**config.mk**
```make
export PLATFORM = sky130hd
export DESIGN_NAME = dsh_ctrl
export DESIGN_NICKNAME = d
export VERILOG_FILES = /design/src/rtl/dsh_pkg.sv /design/src/rtl/dsh_ctrl.sv
export VERILOG_INCLUDE_DIRS = /design/src /design/src/rtl
export SDC_FILE = /design/constraint.sdc
export NUM_CORES = 1
export LEC_CHECK = 0
export BUFFER_PORTS_ARGS = -buffer_cell sky130_fd_sc_hd__buf_2
export CORE_MARGIN = 2
export CORE_UTILIZATION = 50
export CTS_CLUSTER_DIAMETER = 60
export DETAILED_ROUTE_END_ITERATION = 7
export PLACE_DENSITY = 0.81
export REMOVE_ABC_BUFFERS = 1
export SLEW_MARGIN = 20
export SYNTH_ARGS = -nofsm -noshare
export SYNTH_HDL_FRONTEND = slang
export SYNTH_SLANG_ARGS = --single-unit
```
**constraint.sdc**
```tcl
create_clock -name clk -period 3.51 [get_ports clk]
set_input_delay 0.702 -clock clk [delete_from_list [all_inputs] [get_ports clk]]
set_output_delay 0.702 -clock clk [all_outputs]
set_load 0.01 [all_outputs]
```
**src/rtl/diamond_square_heightmap_macros.svh**
```systemverilog
// Assertion macros used by the height map RTL.
// Needs a clock named clk and an active-low reset named rst_n in scope.
`ifndef DIAMOND_SQUARE_HEIGHTMAP_MACROS_SVH
`define DIAMOND_SQUARE_HEIGHTMAP_MACROS_SVH

// same-cycle implication
`define DSH_CHK_NOW(lbl, ante, cons, msg) \
    lbl: assert property (@(posedge clk) disable iff (!rst_n) (ante) |-> (cons)) \
        else $error(msg);

// next-cycle implication
`define DSH_CHK_NEXT(lbl, ante, cons, msg) \
    lbl: assert property (@(posedge clk) disable iff (!rst_n) (ante) |=> (cons)) \
        else $error(msg);

`endif

```
**src/rtl/dsh_pkg.sv**
```systemverilog
// Shared types, constants and functions of the height map generator.
// No dependencies; used by dsh_ctrl, dsh_dp and the top level.
`default_nettype none

package dsh_pkg;

    localparam int HEIGHT_W  = 17;
    localparam int CALC_W    = 20;
    localparam int ESUM_W    = 19;
    localparam int RCP_W     = 20;
    localparam int RCP_SH    = 21;
    localparam int QUOT_W    = 18;
    localparam int NOISE_LIM = 15;
    localparam int NOISE_W   = 5;

    localparam logic [RCP_W-1:0]  RECIP3    = 20'd699051;
    localparam logic [CALC_W-1:0] DIV3_BIAS = 20'd65536;
    localparam logic [CALC_W-1:0] DIV3_OFS  = 20'd196608;
    localparam logic [31:0]       LFSR_TAPS = 32'h8020_0003;

    localparam logic FUNC_GEN  = 1'b0;
    localparam logic FUNC_READ = 1'b1;
    localparam logic KIND_GEN  = 1'b0;
    localparam logic KIND_READ = 1'b1;

    localparam logic [1:0] REG_SIDE_LOG   = 2'd0;
    localparam logic [1:0] REG_MAX_HEIGHT = 2'd1;
    localparam logic [1:0] REG_MIN_HEIGHT = 2'd2;

    typedef enum logic [1:0] {A_CORNER, A_CTR, A_EDGE, A_CELL} addr_sel_t;
    typedef enum logic [1:0] {WD_ZERO, WD_CTR, WD_EDGE} wd_sel_t;
    typedef enum logic [1:0] {W_NONE, W_INIT, W_DESCEND, W_ADVANCE} walk_op_t;

    typedef struct packed {
        logic      in_load;
        logic      lfsr_load;
        logic      lfsr_step;
        walk_op_t  walk_op;
        addr_sel_t addr_sel;
        logic [1:0] idx;
        logic      we;
        wd_sel_t   wd_sel;
        logic      shift_corner;
        logic      ctr_sum;
        logic      ctr_cap;
        logic      mod_start;
        logic      edge_sum;
        logic      edge_mul;
        logic      out_load;
        logic      out_kind;
    } cmd_t;

    typedef struct packed {
        logic at_top;
        logic lvl_gt1;
        logic digit_last;
        logic side_zero;
        logic mod_busy;
    } status_t;

    function automatic logic signed [HEIGHT_W-1:0] clamp_h(
        input logic signed [CALC_W-1:0] v,
        input logic signed [CALC_W-1:0] hi,
        input logic signed [CALC_W-1:0] lo
    );
        logic signed [CALC_W-1:0] t;
        t = v;
        if (t > hi)
        begin
            t = hi;
        end
        if (t < lo)
        begin
            t = lo;
        end
        return t[HEIGHT_W-1:0];
    endfunction

    function automatic logic [31:0] lfsr_adv(input logic [31:0] l);
        logic [31:0] t;
        t = l >> 1;
        if (l[0])
        begin
            t = t ^ LFSR_TAPS;
        end
        return t;
    endfunction

endpackage

`default_nettype wire

```
**src/rtl/dsh_ctrl.sv**
```systemverilog
// Sequencer of the height map generator: item handshake, square walk, output slot.
// Depends on dsh_pkg and diamond_square_heightmap_macros.svh.
`default_nettype none
`include "diamond_square_heightmap_macros.svh"

module dsh_ctrl (
    input  wire logic             clk,
    input  wire logic             rst_n,
    input  wire logic             in_valid,
    output logic                  in_stall,
    input  wire logic             func,
    output logic                  out_valid,
    input  wire logic             out_stall,
    input  wire dsh_pkg::status_t st,
    output dsh_pkg::cmd_t         cmd
);

    typedef enum logic [3:0] {
        S_IDLE, S_INIT_WR, S_SQ_RD, S_SQ_CAP, S_CTR_SUM, S_CTR_WR,
        S_N_STEP, S_N_START, S_N_WAIT, S_E_SUM, S_E_MUL, S_E_WR,
        S_WALK, S_FINISH, S_RD_ISSUE, S_RD_WAIT
    } state_t;

    state_t     state_reg, state_next;
    logic [1:0] cnt_reg, cnt_next;
    logic       out_valid_reg, out_valid_next;
    logic       out_free;

    assign out_free = !out_valid_reg || !out_stall;

    always_comb
    begin
        cmd            = '0;
        state_next     = state_reg;
        cnt_next       = cnt_reg;
        out_valid_next = out_valid_reg && out_stall;
        case (state_reg)
            S_IDLE:
            begin
                if (in_valid)
                begin
                    cmd.in_load = 1'b1;
                    cnt_next    = 2'd0;
                    if (func == dsh_pkg::FUNC_GEN)
                    begin
                        cmd.lfsr_load = 1'b1;
                        cmd.walk_op   = dsh_pkg::W_INIT;
                        state_next    = S_INIT_WR;
                    end
                    else
                    begin
                        state_next = S_RD_ISSUE;
                    end
                end
            end
            S_INIT_WR:
            begin
                cmd.addr_sel = dsh_pkg::A_CORNER;
                cmd.idx      = cnt_reg;
                cmd.we       = 1'b1;
                cmd.wd_sel   = dsh_pkg::WD_ZERO;
                cnt_next     = cnt_reg + 2'd1;
                if (cnt_reg == 2'd3)
                begin
                    state_next = st.side_zero ? S_FINISH : S_SQ_RD;
                end
            end
            S_SQ_RD:
            begin
                cmd.addr_sel     = dsh_pkg::A_CORNER;
                cmd.idx          = cnt_reg;
                cmd.shift_corner = (cnt_reg != 2'd0);
                cnt_next         = cnt_reg + 2'd1;
                if (cnt_reg == 2'd3)
                begin
                    state_next = S_SQ_CAP;
                end
            end
            S_SQ_CAP:
            begin
                cmd.shift_corner = 1'b1;
                state_next       = S_CTR_SUM;
            end
            S_CTR_SUM:
            begin
                cmd.ctr_sum = 1'b1;
                state_next  = S_CTR_WR;
            end
            S_CTR_WR:
            begin
                cmd.addr_sel = dsh_pkg::A_CTR;
                cmd.we       = 1'b1;
                cmd.wd_sel   = dsh_pkg::WD_CTR;
                cmd.ctr_cap  = 1'b1;
                cnt_next     = 2'd0;
                state_next   = S_N_STEP;
            end
            S_N_STEP:
            begin
                cmd.lfsr_step = 1'b1;
                state_next    = S_N_START;
            end
            S_N_START:
            begin
                cmd.mod_start = 1'b1;
                state_next    = S_N_WAIT;
            end
            S_N_WAIT:
            begin
                if (!st.mod_busy)
                begin
                    state_next = S_E_SUM;
                end
            end
            S_E_SUM:
            begin
                cmd.edge_sum = 1'b1;
                cmd.idx      = cnt_reg;
                state_next   = S_E_MUL;
            end
            S_E_MUL:
            begin
                cmd.edge_mul = 1'b1;
                state_next   = S_E_WR;
            end
            S_E_WR:
            begin
                cmd.addr_sel = dsh_pkg::A_EDGE;
                cmd.idx      = cnt_reg;
                cmd.we       = 1'b1;
                cmd.wd_sel   = dsh_pkg::WD_EDGE;
                cnt_next     = cnt_reg + 2'd1;
                if (cnt_reg != 2'd3)
                begin
                    state_next = S_N_STEP;
                end
                else if (st.lvl_gt1)
                begin
                    cmd.walk_op = dsh_pkg::W_DESCEND;
                    state_next  = S_SQ_RD;
                end
                else
                begin
                    state_next = S_WALK;
                end
            end
            S_WALK:
            begin
                cnt_next = 2'd0;
                if (st.at_top)
                begin
                    state_next = S_FINISH;
                end
                else
                begin
                    cmd.walk_op = dsh_pkg::W_ADVANCE;
                    if (!st.digit_last)
                    begin
                        state_next = S_SQ_RD;
                    end
                end
            end
            S_FINISH:
            begin
                if (out_free)
                begin
                    cmd.out_load   = 1'b1;
                    cmd.out_kind   = dsh_pkg::KIND_GEN;
                    out_valid_next = 1'b1;
                    state_next     = S_IDLE;
                end
            end
            S_RD_ISSUE:
            begin
                cmd.addr_sel = dsh_pkg::A_CELL;
                state_next   = S_RD_WAIT;
            end
            S_RD_WAIT:
            begin
                cmd.addr_sel = dsh_pkg::A_CELL;
                if (out_free)
                begin
                    cmd.out_load   = 1'b1;
                    cmd.out_kind   = dsh_pkg::KIND_READ;
                    out_valid_next = 1'b1;
                    state_next     = S_IDLE;
                end
            end
            default:
            begin
                state_next = S_IDLE;
            end
        endcase
    end

    always_ff @(posedge clk or negedge rst_n)
    begin
        if (!rst_n)
        begin
            state_reg     <= S_IDLE;
            cnt_reg       <= 2'd0;
            out_valid_reg <= 1'b0;
        end
        else
        begin
            state_reg     <= state_next;
            cnt_reg       <= cnt_next;
            out_valid_reg <= out_valid_next;
        end
    end

    assign in_stall  = (state_reg != S_IDLE);
    assign out_valid = out_valid_reg;

    `DSH_CHK_NEXT(a_busy_after_accept, in_valid && !in_stall, in_stall, "idle after accept")
    `DSH_CHK_NOW(a_no_overwrite, out_valid && out_stall, !cmd.out_load, "result overwritten")
    `DSH_CHK_NOW(a_mod_start_free, cmd.mod_start, !st.mod_busy, "remainder unit restarted")
    `DSH_CHK_NOW(a_busy_in_wait, st.mod_busy, state_reg == S_N_WAIT, "remainder unit orphaned")

endmodule

`default_nettype wire

```
==> results of run 1 <==
## stage by stage
stage / setup WS [ps] / hold WS [ps] / instance area, um^2 / std cells / util, %
after floorplan: 1450 / 406 / 692 / 99 / -
after global placement: 1240 / 501 / 866 / 145 / 64.1
after detailed placement: 1220 / 506 / 866 / 145 / 64.1
after CTS: 984 / 276 / 892 / 149 / 66.1
after global routing: 842 / 277 / 892 / 149 / 66.1
final: 920 / 271 / 892 / 149 / 66.1
## cells in the final DEF, fill, tap and decap left out, drive strengths merged
cell,Yosys,final
a2111o,1,1
a211oi,2,2
a21o,2,2
a21oi,8,8
a22o,1,1
a311oi,1,1
a31oi,1,1
and2,1,1
buf,6,31
clkbuf,1,4
dfrtp,7,7
ha,2,2
inv,8,8
mux2,1,1
nand2,14,14
nand2b,6,6
nand3,5,5
nor2,16,16
nor3,3,3
nor4,1,1
o2111ai,1,1
o211ai,1,1
o21ai,8,8
o21ba,1,1
o22ai,2,2
o31ai,1,1
o32ai,1,1
or4,1,1
or4b,1,1
xnor2,2,2
## cells by family (layout without fill, tap and decap cells)
group / after synthesis / in the layout / share of synthesized area [%]
buffers and inverters: 15 / 43 / 11.2
multiplexers: 1 / 1 / 1.51
AO/OA/AOI/OAI: 31 / 31 / 26.8
AND/OR/NAND/NOR: 48 / 48 / 31.2
XOR/XNOR: 2 / 2 / 2.35
adder cells (fa/ha/maj): 2 / 2 / 3.36
flip-flops: 7 / 7 / 23.5
## layer usage
| metal | global-route usage (%) | part of all wire (%) | vias up |
|---|---|---|---|
| met5 | 0 | 0 | - |
| met4 | 13.1 | 2.1 | 0 |
| met3 | 6.47 | 11 | 9 |
| met2 | 38.5 | 46 | 66 |
| met1 | 31.3 | 40 | 395 |
| li1 | - | - | 428 |
## power breakdown
part / switching, mW / internal (mW)
Sequential: 0.113 / 0.119
Combinational: 0.322 / 0.237
Clock: 0.0310 / 0.0435
## worst max path at each step
stage,to,startpoint,cells past startpoint
CTS,cmd[15],state_reg[3]$_DFFE_PN0P_,4
detailed placement,cmd[15],st[4],4
global route,cmd[15],state_reg[3]$_DFFE_PN0P_,4
floorplan,cmd[15],st[4],2
global placement,cmd[15],st[4],4
finish,cmd[15],state_reg[3]$_DFFE_PN0P_,4
## area by class of cell
cell class | instances | area (um^2)
inverter | 8 | 30.0
multi-input combinational | 84 | 487
fill | 131 | 458
timing repair buffer | 31 | 155
tap | 15 | 18.8
sequential | 7 | 175
clock buffer | 4 | 26.3
==> results by stage, run 1 <==
Status:
- The flow ran to the end, and the final reports show no timing, DRC or antenna violations.

Die:
- Once the floorplan was initialized, standard cells occupied 55.2% of the core.
- The die covers 1820 um^2.
- The floorplan has 13 rows.
- The total area inside the core boundary comes to 1350 um^2.
- The overall die width is 42.6 um.
- The height of the die is 42.6 um.
- The count of pins on the block boundary is 32.

Power and ir drop:
- The design draws 0.864 mW.
- IR analysis of the VDD net gives a maximum drop of 0.470 mV.
- The leakage dissipation is 0.468 nW.
- The total power density per cell area is 968 nW/um^2.

Worst setup path:
- For the worst setup path, the data arrival time is 1890 ps.
- The worst register-to-register path begins at state_reg[1]$_DFFE_PN0P_.
- The worst setup path is of the reg2out kind.
- The cell with the largest stage delay on the worst path is sky130_fd_sc_hd__dfrtp_1.
- The cell count of the worst reg-to-reg path is 5.
- The endpoint of the worst register-to-register path is state_reg[1]$_DFFE_PN0P_.
- Walking the worst path, the cells encountered are nand2_1 -> or4_1 -> o21ai_0 -> buf_2.
- STA classifies the critical path endpoint as a primary output.
- The largest single stage delay on the critical path is 640 ps.
- Data on the critical path is required at its endpoint by 2810 ps.
- The maximum fanout along the worst path is 15.
- Counting both buffers and inverters, the worst setup path holds a total of 1.
- The element type at the critical path start is a flop.
- The reg2reg setup slack is 1690 ps.
- On the critical path the largest part of the delay comes from simple AND/OR/NAND/NOR gates.

Route:
- The detailed router finished its first iteration with 52 violations.
- After detailed routing, the number of vias per cell comes to 6.03.
- The number of nets with antenna violations after detailed routing is 0.
- The per-cell routed wire length is 13.9 um.
- The total number of vias is 898.
- After detailed routing, the total wire length is 2070 um.
- The DRC violation count after routing is 0.
- The pre-antenna-repair detailed-routing pass consisted of 4 iterations.

Synthesis:
- By area the synthesized netlist is led by sky130_fd_sc_hd__dfrtp_1 (23%), sky130_fd_sc_hd__nor2_1 (8.1%), sky130_fd_sc_hd__nand2_1 (7.0%).
- Counting instances in the post-synthesis netlist gives the leading cell types as sky130_fd_sc_hd__nor2_1 (16), sky130_fd_sc_hd__nand2_1 (14), sky130_fd_sc_hd__a21oi_1 (8).
- Synthesis handed over a netlist of 106 instances.
- The biggest area contributor in the post-synthesis netlist is sky130_fd_sc_hd__dfrtp_1.
- The share of the yosys chip area belonging to registers is 23.5%.
- After synthesis, the mean cell area works out to 7.04 um^2.
- The flip-flop cell with the highest count after synthesis is sky130_fd_sc_hd__dfrtp_1.
- The number of different library cells used by synthesis comes to 35.
- The portion of synthesized cell area occupied by the leading cell type is 23.5%.
- The Yosys step of the flow raised 0 warnings.
- The share of synthesized flip-flops with an asynchronous set or reset is 100%.
- The synthesized netlist occupies a cell area of 746 um^2.
- The most numerous cell in the Yosys netlist is sky130_fd_sc_hd__nor2_1.
- After synthesis the netlist holds a flip-flop and latch count of 7.
- The synthesized design contains 0 enable-type register cells.

Clock tree:
- The clock reaches the later pin of the worst-skew pair after 250 ps.
- The buffers inserted during post-CTS setup optimization is 0.
- The hold buffer count at cts is 0.
- The clock sink count is 7.
- TritonCTS built the clock tree.
- In this run, CTS created clock tree buffers numbering 3.
- Once the clock tree was built, the resizer swapped 0 gates to a different size.
- The root buffer selected by CTS is sky130_fd_sc_hd__clkbuf_4.
- The maximum root-to-sink buffer count is 2.
- Clock-pin slew was measured on the worst setup and hold paths at 50 ps.
- CTS built an H-tree with a depth of 1.

Cells and area:
- The number of inserted diodes is 0.
- The post-layout net count is 147.
- The layout cell share with drive strength beyond 1 is 28.4%.
- The area growth from synthesis to layout is 19.6%.
- The number of flip-flops in the largest register is 4.

Timing:
- The count of pins over their slew limit is 0.
- Between clock sinks in the finished design, the worst skew comes to 1.44 ps.
- Setup repair after global routing left no endpoint under its margin.
- The worst pin sits at a relative slew slack of 61.2%.
- The total negative slack is 0 ps.
- The final period utilization is 73.8%.
- The count of final setup violators is 0.
- The count of final hold-check violations is 0.
- After layout, the minimum clock period comes to 2590 ps.
- The highest clock rate is 0.386 GHz.
- The transition time of the tightest slew-check pin is 583 ps.

Place:
- The detailed-placement wirelength estimate is 1500 um.
- The final weighted congestion in routability-driven placement is 0.847.
- The number of port buffers is 31.

GRT:
- The number of antenna violations at the first check in global routing is 0.
- For this run, the total global-route usage over all layers was measured as 24.9%.
- The global-route congestion overflow total is 0.
- The via count of the first global-routing pass is 792.
- Entering global routing, the biggest net connects 21 pins.
- The wire length of the first global-routing pass is 3440 um.

Run:
- The number of max-cap violations is 0.

Hold path:
- The class of the worst hold path is in2async.
Power figures use the tool's default switching activity.
==> run 2: changes to the inputs <==
--- a/config.mk
+++ b/config.mk
@@ -8,10 +8,10 @@
 export LEC_CHECK = 0
 export BUFFER_PORTS_ARGS = -buffer_cell sky130_fd_sc_hd__buf_2
 export CORE_MARGIN = 2
-export CORE_UTILIZATION = 50
+export CORE_UTILIZATION = 46
 export CTS_CLUSTER_DIAMETER = 60
 export DETAILED_ROUTE_END_ITERATION = 7
-export PLACE_DENSITY = 0.81
+export PLACE_DENSITY = 0.76
 export REMOVE_ABC_BUFFERS = 1
 export SLEW_MARGIN = 20
 export SYNTH_ARGS = -nofsm -noshare
==> constraint.sdc (replaced) <==
create_clock -name clk -period 2.6 [get_ports clk]
set_input_delay 0.52 -clock clk [delete_from_list [all_inputs] [get_ports clk]]
set_output_delay 0.52 -clock clk [all_outputs]
set_load 0.01 [all_outputs]
==> results by stage, run 2 (synthesis gave the netlist of run 1 again) <==
Status:
- The run finished with clean final reports.

Timing:
- After layout, the minimum clock period comes to 2290 ps.
- Setup violations remaining at the end of the flow were counted as 0.
- The transition time of the tightest slew-check pin is 588 ps.
- The count of final hold-check violations is 0.
- The highest clock rate is 0.437 GHz.
- The count of pins over their slew limit is 0.
- Setup repair after global routing left no endpoint under its margin.
- Adding up every negative setup slack in the final design gives 0 ps.
- The post-route clock skew is 2.78 ps.
- Headroom to the max-slew limit came out at 60.8%.
- The final period utilization is 88.0%.

Clock tree:
- The root buffer selected by CTS is sky130_fd_sc_hd__clkbuf_4.
- In this run the number of H-tree levels came out at 1.
- The post-cts repair resize count is 0.
- Clock tree synthesis found a total of 7 sinks.
- In this run, CTS created clock tree buffers numbering 3.
- The maximum root-to-sink buffer count is 2.
- TritonCTS built the clock tree.
- At the later pin of the worst-skew pair, clock insertion delay measures 250 ps.
- The buffers inserted during post-CTS setup optimization is 0.
- The hold buffer count at cts is 0.
- After clock tree synthesis, the clock-pin slew on the worst setup and hold paths is 50 ps.

Die:
- The height of the die is 44.3 um.
- The count of standard-cell rows is 14.
- The overall die width is 44.3 um.
- The core region is 1510 um^2.
- The count of pins on the block boundary is 32.
- The area of the die is 1960 um^2.
- The initial utilization of the core area, before any placement, comes to 49.5%.

Place:
- Once detailed placement completed, the half-perimeter wirelength came to 1480 um.
- At the end of routability-driven placement, the weighted congestion stood at 0.871.
- In this run the tool buffered the top-level ports with 31 buffer cells.
- The standard cell area after detailed placement is 882 um^2.

Power and ir drop:
- Summed over all cells, the static leakage comes to 0.478 nW.
- In this run the power density over the cells is 1290 nW/um^2.
- IR analysis of the VDD net gives a maximum drop of 0.709 mV.
- After layout, the design draws a total of 1.17 mW.

Route:
- The number of nets with antenna violations after detailed routing is 0.
- In the routed design, unresolved DRC markers number 0.
- Dividing the detail-routed wire length by the instance count gives 13.2 um.
- The via-per-instance ratio is 5.84.
- The detailed router placed 888 vias in this run.
- The detailed-routing iteration count for the pre-antenna-repair pass is 4.
- The count of routing violations after the opening detailed-route iteration is 31.
- Summed over all layers, the routed wires come to 2010 um.

Cells and area:
- The final standard cell area without fillers is 908 um^2.
- In the layout the commonest cells are sky130_fd_sc_hd__buf_2 (31), sky130_fd_sc_hd__nor2_1 (16), sky130_fd_sc_hd__nand2_1 (14), sky130_fd_sc_hd__a21oi_1 (8).
- 0 antenna diodes ended up in the layout.
- Cells with a size suffix above 1 make up 29.4% of the layout.
- The most common cell after layout, fill and taps aside is sky130_fd_sc_hd__buf_2.
- The number of flip-flops in the largest register is 4.
- The number of fill cells is 146.
- The post-layout net count is 149.
- The area growth from synthesis to layout is 21.8%.
- Cells fill 60.3% of the core in the end.

Worst setup path:
- The maximum fanout along the worst path is 20.
- The beginning of the worst register-to-register path is state_reg[1]$_DFFE_PN0P_.
- The critical path goes through or4_1 -> o21ai_0 -> buf_2.
- The longest individual stage delay on the worst path is 650 ps.
- The cell count of the worst reg-to-reg path is 5.
- The worst register-to-register path ends at state_reg[1]$_DFFE_PN0P_.
- The element type at the critical path start is a flop.
- By startpoint and endpoint, the worst setup path is classified as reg2out.
- The kind of capture point of the worst setup path is a primary output.
- At the worst endpoint, the required time is 2080 ps.
- Among all stages on the critical path, the largest delay is contributed by sky130_fd_sc_hd__or4_1.
- The reg2reg setup slack is 790 ps.
- For the worst setup path, the data arrival time is 1770 ps.

GRT:
- The global-route usage over all layers is 20.7%.
- The via count of the first global-routing pass is 695.
- Global routing used 27.7% of the available met1 tracks.
- The global-route congestion overflow total is 0.
- The routing usage on met2 is 32.1%.
- In this run the most used layer during global routing was met2.
- The number of antenna violations at the first check in global routing came to 0.
- The pin count of the biggest net entering global routing is 21.
- Global routing used 4.49% of the available met3 tracks.
- The first global-routing pass estimated 3000 um of wire.

Hold path:
- The class of the worst hold path is in2async.

Run:
- The tool flagged a number of max-cap violations equal to 0.
==> run 2: final cells by class <==
class,instances,area [um^2],share of cell area [%]
Clock buffer,4,26.3,2.89
Sequential cell,7,175,19.3
Timing Repair Buffer,33,170,18.7
Multi-Input combinational cell,84,487,53.6
Tap cell,16,20.0,2.20
Inverter,8,30.0,3.31
==> run 2: worst max-delay path, delay by kind of cell (launching register included) <==
| family | cells | cell delay (ps) |
|---|---|---|
| AOI/OAI and AO/OA | 1 | 110 |
| buffers and inverters | 1 | 160 |
| DFF | 1 | 590 |
| and+or+nand+nor | 1 | 650 |
==> run 2: worst max-delay path by stage <==
stage              end  cells past startpoint                      from
3_3_place_gp   cmd[15]                      3  state_reg[1]$_DFFE_PN0P_
5_1_grt        cmd[11]                      4  state_reg[0]$_DFFE_PN0P_
3_5_place_dp   cmd[15]                      3  state_reg[1]$_DFFE_PN0P_
6_report       cmd[15]                      3  state_reg[1]$_DFFE_PN0P_
2_1_floorplan  cmd[15]                      3  state_reg[3]$_DFFE_PN0P_
4_1_cts        cmd[15]                      3  state_reg[1]$_DFFE_PN0P_
==> run 2: per-stage QoR <==
step / setup WS, ps / std cells / hold slack (ps)
2_1_floorplan: 783 / 99 / 224
4_1_cts: 341 / 152 / 94.4
3_5_place_dp: 623 / 148 / 365
6_report: 313 / 152 / 93.1
3_3_place_gp: 649 / 148 / 359
5_1_grt: 228 / 152 / 93.1
==> run 2: power breakdown <==
part           internal, mW  switching (mW)  total, mW  leakage (nW)
logic                 0.337           0.474      0.811         0.375
clock network        0.0587          0.0419      0.101        0.0150
registers             0.161           0.101      0.262        0.0881
total                 0.557           0.617       1.17         0.478
==> run 2: layer usage <==
layer	wire [um]	part of all wire, %
met1	896	45
met2	905	45
met3	188	9.4
met4	19	0.95
met5	0	0
==> run 3: changes to the inputs <==
==> constraint.sdc (replaced) <==
create_clock -name clk -period 2.4 [get_ports clk]
set_input_delay 0.48 -clock clk [delete_from_list [all_inputs] [get_ports clk]]
set_output_delay 0.48 -clock clk [all_outputs]
set_load 0.01 [all_outputs]
==> results by stage, run 3 (synthesis gave the netlist of run 1 again) <==
Worst setup path:
- The reg2reg setup slack is 620 ps.
- The cell count of the worst reg-to-reg path is 5.
- The critical path endpoint is cmd[15].
- The worst setup path is captured at a primary output.
- The required arrival time at the worst endpoint is 1920 ps.
- In this run the worst path has a maximum fanout of 19.
- The path type of the worst setup path is reg2out.
- The element type at the critical path start is a flop.
- At the worst endpoint, the arrival time is 1720 ps.
- The endpoint of the worst register-to-register path is state_reg[1]$_DFFE_PN0P_.
- In this run the worst setup path begins at state_reg[0]$_DFFE_PN0P_.
- The worst register-to-register path begins at state_reg[1]$_DFFE_PN0P_.

Power and ir drop:
- For this design the static power due to leakage is 0.478 nW.
- The cell-internal power is 0.604 mW.
- The switching share of power is 52.0%.
- In this run the power density over the cells is 1390 nW/um^2.
- The register share of total power is 22.3%.
- The maximum resistive drop on vdd is 0.820 mV.
- Summed over all nets, the switching power comes to 0.655 mW.
- In this run, the clock network consumes 8.3% of the power.
- The portion of total power attributed to combinational logic is 69.5%.

Route:
- In the routed design, unresolved DRC markers number 0.
- The final layout contains routed wiring with a total length of 1890 um.
- The detailed-routing iteration count for the pre-antenna-repair pass is 4.
- The number of nets with antenna violations after detailed routing is 0.
- Summing over every cut layer, the via total after detailed routing is 858.
- The per-cell routed wire length is 12.4 um.
- The detailed router finished its first iteration with 20 violations.
- The via-per-instance ratio is 5.64.

Status:
- The flow ran to the end, and the final reports show no timing, DRC or antenna violations.

Die:
- The overall die width is 44.3 um.
- The area of the die is 1960 um^2.
- The height of the die is 44.3 um.
- The initial cell density of the core is 49.5%.
- The count of pins on the block boundary is 32.
- The floorplan step defined a core boundary enclosing 1510 um^2.
- The floorplan has 14 rows.

Timing:
- The total negative slack is 0 ps.
- The relative slew slack is 62.1%.
- The minimum clock period is 2200 ps.
- Setup violations remaining at the end of the flow were counted as 0.
- At the pin with the least slew margin, the transition time is 568 ps.
- Derived from the worst setup path, the maximum achievable clock frequency is 0.455 GHz.
- The final period utilization is 91.6%.
- The post-route clock skew is 3.25 ps.
- The smallest setup slack after layout is 202 ps.
- Setup repair after global routing left no endpoint under its margin.
- The count of pins over their slew limit is 0.
- The count of final hold-check violations was 0.

Cells and area:
- The most common cell after layout, fill and taps aside is sky130_fd_sc_hd__buf_2.
- The total area of multi-input combinational cells is 487 um^2.
- The library cells used most frequently in the layout, excluding fill and tap cells, are sky130_fd_sc_hd__buf_2 (31), sky130_fd_sc_hd__nor2_1 (16), sky130_fd_sc_hd__nand2_1 (14), sky130_fd_sc_hd__a21oi_1 (8).
- The repair_antennas step left the layout with diodes totalling 0.
- The register with the most flip-flops in the layout has 4 of them.
- Cells with a size suffix above 1 make up 29.4% of the layout.
- Registers take 175 um^2.
- The final non-filler cell total is 152.
- The area overhead of the layout relative to synthesis is 21.8%.
- Fill cells in the final layout number 152.
- The post-layout net count is 149.

Hold path:
- The class of the worst hold path is in2async.

Clock tree:
- The clock passes through at most 2 buffers.
- The hold buffer count at cts is 0.
- Clock latency on the worst-skew pair, taken at its later pin, is 250 ps.
- The root buffer cell chosen for the clock tree is sky130_fd_sc_hd__clkbuf_4.
- Clock-pin slew was measured on the worst setup and hold paths at 50 ps.
- The number of clock buffers added by TritonCTS is 3.
- The number of setup buffers added after CTS is 0.
- The clock tree from TritonCTS is done.
- Once the clock tree was built, the resizer swapped 0 gates to a different size.
- For this design, the sink count on the clock tree is 7.
- CTS built an H-tree with a depth of 1.

GRT:
- The number of antenna violations at the first check in global routing is 0.
- The first global-routing pass estimated 2950 um of wire.
- Summed over all layers, the global routing overflow is 0.
- In the global route stage, overall resource usage came out at 20.7%.
- The via count of the first global-routing pass is 699.
- The pin count of the biggest net entering global routing is 21.

Place:
- OpenSTA, run right after detailed placement, puts the worst setup slack at 482 ps.
- Input and output buffers added on the ports amount to 31.
- Including well taps, the total number of placed cells is 148.
- Routability-driven placement finished with a final weighted congestion of 0.864.
- The detailed-placement wirelength estimate is 1430 um.

Run:
- The tool flagged a number of max-cap violations equal to 0.
-- run 3: cell counts in the layout (fill, tap and decap cells not counted) --
Identical to the previous run, type by type.
-- run 3: per-stage QoR --
stage	total power, mW	area [um^2]	util [%]	hold WS (ps)
finish	1.26	908	60.3	57.1
global route	1.38	908	60.3	50.1
CTS	1.26	908	60.3	54.7
detailed placement	1.14	882	58.6	325
global placement	1.13	882	58.6	319
floorplan	0.881	692	-	184
-- run 3: how the worst min path moves through the flow --
stage	end	cells after the start	start	slack, ps
2_1_floorplan	cnt_reg[0]$_DFFE_PN0P_	0	rst_n	180
3_3_place_gp	cnt_reg[0]$_DFFE_PN0P_	1	rst_n	320
3_5_place_dp	cnt_reg[0]$_DFFE_PN0P_	1	rst_n	320
4_1_cts	cnt_reg[0]$_DFFE_PN0P_	1	rst_n	50
5_1_grt	cnt_reg[0]$_DFFE_PN0P_	1	rst_n	50
6_report	cnt_reg[0]$_DFFE_PN0P_	1	rst_n	60
-- run 3: power groups by stage --
stage / clock network (mW) / logic (mW) / registers [mW]
floorplan: 0 / 0.588 / 0.293
global placement: 0 / 0.861 / 0.273
detailed placement: 0 / 0.865 / 0.279
CTS: 0.109 / 0.873 / 0.278
global route: 0.119 / 0.969 / 0.293
finish: 0.104 / 0.875 / 0.280
-- run 3: worst max-delay path: stages, from the launching register on --
cell                      delay (ps)
sky130_fd_sc_hd__dfrtp_1         570
sky130_fd_sc_hd__or4_1           650
sky130_fd_sc_hd__o21ai_0         100
sky130_fd_sc_hd__buf_2           150
-- run 3: final cells by class --
cell class	instances	share of cell area, %
clock buffers	4	2.89
flip-flops and latches	7	19.3
well taps	16	2.20
repair buffers	33	18.7
inverters	8	3.31
multi-input cells	84	53.6
-- run 3: metal layers --
metal	vias to the layer above	track usage, %	share of wire, %
met2	51	31.5	43
met4	0	10.3	0.53
met3	2	4.49	11
met5	-	0	0
li1	435	-	-
met1	370	27.8	45
